==> config.mk <==
export PLATFORM = sky130hd
export DESIGN_NAME = led_symbol_line_encoder
export DESIGN_NICKNAME = d
export VERILOG_FILES = /design/src/rtl/core/lsle_pkg.sv /design/src/rtl/core/led_symbol_line_encoder.sv
export SDC_FILE = /design/constraint.sdc
export NUM_CORES = 1
export LEC_CHECK = 0
export BUFFER_PORTS_ARGS = -buffer_cell sky130_fd_sc_hd__buf_2
export CAP_MARGIN = 20
export CORE_UTILIZATION = 60
export CTS_CLUSTER_SIZE = 25
export DETAILED_ROUTE_END_ITERATION = 16
export PLACE_DENSITY = 0.92
export SLEW_MARGIN = 20
export SYNTH_ARGS = -nofsm -noshare
export SYNTH_HDL_FRONTEND = slang
export SYNTH_SLANG_ARGS = --single-unit
==> constraint.sdc <==
create_clock -name i_clk -period 5.6 [get_ports i_clk]
set_input_delay 1.12 -clock i_clk [delete_from_list [all_inputs] [get_ports i_clk]]
set_output_delay 1.12 -clock i_clk [all_outputs]
set_load 0.1 [all_outputs]
==> src/rtl/core/lsle_pkg.sv <==
`timescale 1ns / 1ps

package lsle_pkg;

    localparam int COLOR_BITS  = 24;
    localparam int MAX_BYTES   = 33;
    localparam int CFG_BITS    = 10;
    localparam int CFG_IDX_BITS = 2;

    localparam logic [CFG_IDX_BITS-1:0] CFG_PREAMBLE_BITS = 2'd0;
    localparam logic [CFG_IDX_BITS-1:0] CFG_ZERO_SYMBOL   = 2'd1;
    localparam logic [CFG_IDX_BITS-1:0] CFG_ONE_SYMBOL    = 2'd2;

    localparam logic [9:0] PREAMBLE_RESET = 10'd133;
    localparam logic [4:0] ZERO_SYM_RESET = 5'd15;
    localparam logic [4:0] ONE_SYM_RESET  = 5'd1;

    typedef struct packed {
        logic [23:0] color;
        logic        start_frame;
        logic        end_frame;
    } t_in_word;

    typedef struct packed {
        logic [7:0] line_byte;
        logic       last;
    } t_out_word;

endpackage

==> src/rtl/core/led_symbol_line_encoder.sv <==
`timescale 1ns / 1ps
// Each output byte is built from 8 line bits, shifted in one per cycle unless the output stall holds
//   the packer; bits left pending by the previous word fill the first byte unless a frame start drops them.
// A new word is taken only in idle, once the packer is done with the last one: preamble bits (length P,
//   clamped to PRE_LIMIT) on frame start, 24*SYMBOL_BITS data bits, then pad bits to the byte end on frame end.
// Output stall holds the packer only when a completed byte finds the output register full.
// Reset (sync, active low) restores register defaults and empties the packer and output.
module led_symbol_line_encoder #(
    parameter int SYMBOL_BITS = 5
) (
    input  logic                                i_clk,
    input  logic                                i_rst_n,
    input  logic                                i_in_valid,
    output logic                                o_in_stall,
    input  lsle_pkg::t_in_word                  i_in_word,
    output logic                                o_out_valid,
    input  logic                                i_out_stall,
    output lsle_pkg::t_out_word                 o_out_word,
    input  logic                                i_cfg_we,
    input  logic [lsle_pkg::CFG_IDX_BITS-1:0]   i_cfg_index,
    input  logic [lsle_pkg::CFG_BITS-1:0]       i_cfg_data
);

    localparam int PRE_LIMIT = lsle_pkg::MAX_BYTES * 8 - lsle_pkg::COLOR_BITS * SYMBOL_BITS;
    localparam int SCW       = $clog2(SYMBOL_BITS);
    localparam logic [SCW-1:0] SYM_LAST = SCW'(SYMBOL_BITS - 1);
    localparam logic [4:0]     DATA_LAST = 5'(lsle_pkg::COLOR_BITS - 1);

    typedef enum logic [1:0] {
        ST_IDLE,
        ST_PRE,
        ST_DATA,
        ST_PAD
    } t_state;

    t_state r_state;

    logic [9:0]             r_pre_len;
    logic [4:0]             r_zero_sym;
    logic [4:0]             r_one_sym;

    logic [23:0]            r_color;
    logic [SYMBOL_BITS-1:0] r_sym;
    logic [SCW-1:0]         r_sym_cnt;
    logic [4:0]             r_data_cnt;
    logic [9:0]             r_pre_cnt;
    logic                   r_end;
    logic [7:0]             r_shift;
    logic [2:0]             r_pos;

    logic                   r_out_valid;
    lsle_pkg::t_out_word    r_out;

    logic [23:0]            w_order;
    logic [9:0]             w_pre_n;
    logic                   w_accept;
    logic                   w_can_emit;
    logic                   w_step;
    logic                   w_bit;
    logic                   w_last;
    logic [SYMBOL_BITS-1:0] w_zero_ext;
    logic [SYMBOL_BITS-1:0] w_one_ext;

    assign w_zero_ext = SYMBOL_BITS'(r_zero_sym);
    assign w_one_ext  = SYMBOL_BITS'(r_one_sym);

    // low color byte goes out first, each byte MSB first
    assign w_order = {i_in_word.color[7:0], i_in_word.color[15:8], i_in_word.color[23:16]};
    assign w_pre_n = (r_pre_len < 10'(PRE_LIMIT)) ? r_pre_len : 10'(PRE_LIMIT);

    assign o_in_stall  = (r_state != ST_IDLE);
    assign w_accept    = i_in_valid && !o_in_stall;
    assign w_can_emit  = !r_out_valid || !i_out_stall;
    assign w_step      = (r_state != ST_IDLE) && ((r_pos != 3'd7) || w_can_emit);
    assign w_bit       = (r_state == ST_DATA) ? r_sym[SYMBOL_BITS-1] : 1'b1;

    // last byte: pad byte, or a byte that closes exactly on the final data bit
    always_comb begin
        w_last = 1'b0;
        if (r_state == ST_PAD) begin
            w_last = 1'b1;
        end else if (r_state == ST_DATA && r_end && r_sym_cnt == SYM_LAST &&
                     r_data_cnt == DATA_LAST) begin
            w_last = 1'b1;
        end
    end

    assign o_out_valid = r_out_valid;
    assign o_out_word  = r_out;

    always_ff @(posedge i_clk) begin
        if (!i_rst_n) begin
            r_state     <= ST_IDLE;
            r_pre_len   <= lsle_pkg::PREAMBLE_RESET;
            r_zero_sym  <= lsle_pkg::ZERO_SYM_RESET;
            r_one_sym   <= lsle_pkg::ONE_SYM_RESET;
            r_pos       <= 3'd0;
            r_out_valid <= 1'b0;
            r_sym_cnt   <= '0;
            r_data_cnt  <= '0;
            r_pre_cnt   <= '0;
            r_end       <= 1'b0;
        end else begin
            if (i_cfg_we) begin
                unique case (i_cfg_index)
                    lsle_pkg::CFG_PREAMBLE_BITS: r_pre_len  <= i_cfg_data;
                    lsle_pkg::CFG_ZERO_SYMBOL:   r_zero_sym <= i_cfg_data[4:0];
                    lsle_pkg::CFG_ONE_SYMBOL:    r_one_sym  <= i_cfg_data[4:0];
                    default: ;
                endcase
            end

            if (r_out_valid && !i_out_stall) begin
                r_out_valid <= 1'b0;
            end

            if (w_accept) begin
                r_color    <= w_order;
                r_sym      <= w_order[23] ? w_one_ext : w_zero_ext;
                r_sym_cnt  <= '0;
                r_data_cnt <= '0;
                r_end      <= i_in_word.end_frame;
                r_pre_cnt  <= w_pre_n;
                if (i_in_word.start_frame) begin
                    r_pos   <= 3'd0;
                    r_state <= (w_pre_n != 10'd0) ? ST_PRE : ST_DATA;
                end else begin
                    r_state <= ST_DATA;
                end
            end

            if (w_step) begin
                r_shift <= {r_shift[6:0], w_bit};
                r_pos   <= r_pos + 3'd1;
                if (r_pos == 3'd7) begin
                    r_out_valid     <= 1'b1;
                    r_out.line_byte <= {r_shift[6:0], w_bit};
                    r_out.last      <= w_last;
                end

                unique case (r_state)
                    ST_PRE: begin
                        r_pre_cnt <= r_pre_cnt - 10'd1;
                        if (r_pre_cnt == 10'd1) begin
                            r_state <= ST_DATA;
                        end
                    end
                    ST_DATA: begin
                        if (r_sym_cnt == SYM_LAST) begin
                            r_sym_cnt  <= '0;
                            r_color    <= {r_color[22:0], 1'b0};
                            r_sym      <= r_color[22] ? w_one_ext : w_zero_ext;
                            r_data_cnt <= r_data_cnt + 5'd1;
                            if (r_data_cnt == DATA_LAST) begin
                                r_state <= (r_end && r_pos != 3'd7) ? ST_PAD : ST_IDLE;
                            end
                        end else begin
                            r_sym_cnt <= r_sym_cnt + SCW'(1);
                            r_sym     <= {r_sym[SYMBOL_BITS-2:0], 1'b0};
                        end
                    end
                    ST_PAD: begin
                        if (r_pos == 3'd7) begin
                            r_state <= ST_IDLE;
                        end
                    end
                    default: ;
                endcase
            end
        end
    end

    a_no_overwrite: assert property (@(posedge i_clk) disable iff (!i_rst_n)
        (r_out_valid && i_out_stall) |-> !(w_step && r_pos == 3'd7))
        else $error("completed byte would overwrite a held output word");

    a_start_restarts: assert property (@(posedge i_clk) disable iff (!i_rst_n)
        (w_accept && i_in_word.start_frame) |=> (r_pos == 3'd0))
        else $error("frame start did not restart the bit position");

    a_last_ends_item: assert property (@(posedge i_clk) disable iff (!i_rst_n)
        (w_step && r_pos == 3'd7 && w_last) |=> (r_state == ST_IDLE && r_pos == 3'd0))
        else $error("last byte emitted but the item is not finished");

    a_pad_only_on_end: assert property (@(posedge i_clk) disable iff (!i_rst_n)
        (r_state == ST_PAD) |-> (r_end && r_pos != 3'd0))
        else $error("padding without a frame end or on a byte boundary");

endmodule

==> impl_metrics.ini <==
[run_status]
outcome = complete, no violations

[finish]
fill_cells = 490
fin_cells = 561
final_util_pct = 70.06
antennaDiodeCount = 0
final_cell_area_um2 = 4760
register_area_um2 = 2222
synthToLayoutAreaGrowth_pct = 13.08
drive_gt1_share_pct = 16.56
multiInputGateArea_um2 = 1861
fin_nets = 510

[timing]
fin_skew_ns = 0.01504
maxClockFrequency_ghz = 0.3390
fin_ws_ns = 2.650
whs_ns = 0.4385
fin_crit_sh_pct = 52.68
rsz0062_at_grt = false
finalSetupViolations = 0
fin_crit_ns = 2.950
hold_viol = 0
slew_headroom_pct = 32.76
tightest_slew_ns = 1.002
slew_viol_final = 0
fin_tns_setup_ns = 0

[synth]
synth-xor-area-share_pct = 0.6243
synth_fp_nets = 466
synth-main-ff-cell = dfxtp_1
ys_ff_latch = 89
synth_area_um2 = 4209
synth-seq-area-share_pct = 52.79
synth-compound-area-share_pct = 14.51
ys_types = 52
synth_edf_count = 44
synth_top_family_by_area = simple AND/OR/NAND/NOR gates
async_flop_share_pct = 0
synth-adder-area-share_pct = 2.081
synth_area_per_cell_um2 = 10.12
synth_mux_area_share_pct = 10.26
yosys_warnings = 0
netlist_instances = 416
synthSimpleGateAreaFrac_pct = 16.47

[routing]
wire_per_inst_um = 15.88
met3_length_um = 316
wl_met2_mm = 4.499
dr.pass1.iters = 5
dr.max_layer_used = met4
drt-initial-drc-count = 239
vias_per_cell = 5.897
num_vias = 3308
wirelength_mm = 8.910
ant_nets = 0
wl_met1_mm = 3.976
drc = 0

[clock_tree]
cts-hold-fix-buffers = 0
cts_sinks = 89
clk_latency_ns = 0.36
post_cts_resized = 0
cts_tree = yes
cts_setup_buffers = 0
cts_made_buffers = 9
cts.reportedPaths.clkPinSlew_ns = 0.08
cts_htree_levels = 3
ctsLongestPathBuffers = 2
cts-root-buf = clkbuf_8

[setup_path]
cp-endpoint = r_pre_cnt[4]
crit_path_end_kind = flop
cp.arrival_ns = 3.23
critical_path_class = input port to flop
r2r_slack_ns = 3.30
rr_endpoint = r_pre_cnt[8]
cp-start-kind = input port
r2r_start = r_pos[0]
critPathMaxFanout = 41
startpoint = i_rst_n
required_ns = 5.88
reg2reg_depth = 6

[power_and_ir_drop]
p_clk_share_pct = 35.6
ir_worst_vdd_mv = 0.1911
p_per_area_nw_per_um2 = 306.8
power_mw = 1.460
cell_internal_pwr_mw = 1.100
net-switching-power_mw = 0.3599
p_sw_share_pct = 24.64
p_leak_nw = 1.826
p_comb_share_pct = 12.3
power_frac_seq_pct = 52.1

[min_path]
holdCritPathClass = flop to flop

[floorplanning]
core_area_um2 = 6794
floorplan.initialDensity_pct = 61.95
die_w_um = 85.76
ios = 54
rows = 30
die-area_um2 = 7354
fp.dieH_um = 85.76

[place]
io_buffers = 53
dp_hpwl_mm = 5.911
preCtsSetupSlack_ns = 2.364
postPlaceCellArea_um2 = 4524
placed_cells = 545
gp_congestion = 0.8274

[global_routing]
grt_pass1_wl_mm = 14.76
grtUsageTotal_pct = 25.41
grt_max_degree = 49
grt_pass1_vias = 3162
global_route.overflow_total = 0
antenna_found_initial = 0

[job]
cap_violations = 0
critical path, stage by stage:
cell	delay, ns
buf_2	0.08
buf_4	0.42
clkinv_1	0.94
a21oi_1	0.44
a21boi_0	0.21
registers in the layout, indices dropped and copies added (netlist names), 2 cells and up:
register and flops:
r_one_sym 5, r_shift 7, r_state 2, r_color 23
r_pre_len 10, r_sym 5, r_pre_cnt 10, r_sym_cnt 3
r_zero_sym 5, r_data_cnt 5, r_pos 3, o_out_word 9
layer usage:
metal	up-vias	GRT usage [%]
met1	1598	33.61
li1	1617	-
met2	81	42.11
met4	0	10.15
met3	12	4.042
met5	-	0
layout by cell type, fill, tap and decap left out, types with 4 or more instances in the layout:
master    count
nand2_1      67
buf_2        53
dfxtp_1      45
edfxtp_1     44
mux2i_1      42
o21ai_0      31
a21oi_1      28
nor2_1       22
nand3_1      11
clkbuf_8      9
inv_1         8
nor3_1        7
ha_1          7
o211ai_1      6
nand3b_1      6
nor4_1        5
a211oi_1      5
nand2b_1      4
nand4_1       4
a221oi_1      4
a22oi_1       4
cells in the mapped netlist (2+ instances only):
cell type  number  area [µm²]
a211oi_1        5       37.54
a21boi_0        3       22.52
a21o_1          2       15.01
a21oi_1        28       140.1
a221oi_1        4       35.03
a22oi_1         4       30.03
and3_1          2       12.51
buf_2           8       40.04
buf_4           2       15.01
clkbuf_1       12       45.04
dfxtp_1        45       900.9
edfxtp_1       44        1321
ha_1            7       87.58
inv_1           8       30.03
mux2i_1        42       420.4
nand2_1        67       251.5
nand2b_1        4       25.02
nand3_1        11       55.05
nand3b_1        6       45.04
nand4_1         4       25.02
nor2_1         22       82.58
nor2b_1         3       18.77
nor3_1          8       40.04
nor3b_2         2       25.02
nor4_1          5       31.28
o211ai_1        6       45.04
o21ai_0        31       155.2
o22ai_1         2       12.51
o311ai_0        2       17.52
o31a_1          2       17.52
or3_1           3       18.77
xnor2_1         2       17.52
kinds of logic after synthesis:
| kind of cell | count (synthesis) |
|---|---|
| multiplexers | 43 |
| buffers and inverters | 32 |
| AND/OR/NAND/NOR | 143 |
| AO/OA/AOI/OAI | 99 |
| XOR/XNOR | 3 |
| flip-flops | 89 |
| adder cells (fa/ha/maj) | 7 |
layout make-up:
| type | count | area share (%) |
|---|---|---|
| Multi-Input combinational cell | 295 | 39.09 |
| Timing Repair Buffer | 56 | 6.046 |
| Tap cell | 96 | 2.524 |
| Clock buffer | 11 | 2.760 |
| Clock inverter | 5 | 2.182 |
| Sequential cell | 89 | 46.69 |
| Inverter | 9 | 0.7098 |
power by group through the flow:
stage | Sequential [mW] | Clock, mW | Combinational [mW]
floorplan | 0.761 | 0 | 0.135
global placement | 0.771 | 0 | 0.168
detailed placement | 0.774 | 0 | 0.177
CTS | 0.760 | 0.518 | 0.179
global route | 0.766 | 0.548 | 0.198
finish | 0.761 | 0.520 | 0.179
worst min-delay path by stage:
stage	start	to	slack, ns	depth (start not counted)
floorplan	r_shift[6]	o_out_word[8]	0.40	0
global placement	r_shift[6]	o_out_word[8]	0.41	0
detailed placement	r_shift[6]	o_out_word[8]	0.42	0
CTS	r_shift[6]	o_out_word[8]	0.43	0
global route	r_shift[6]	o_out_word[8]	0.46	0
finish	r_shift[6]	o_out_word[8]	0.44	0
Power figures use the tool's default switching activity.
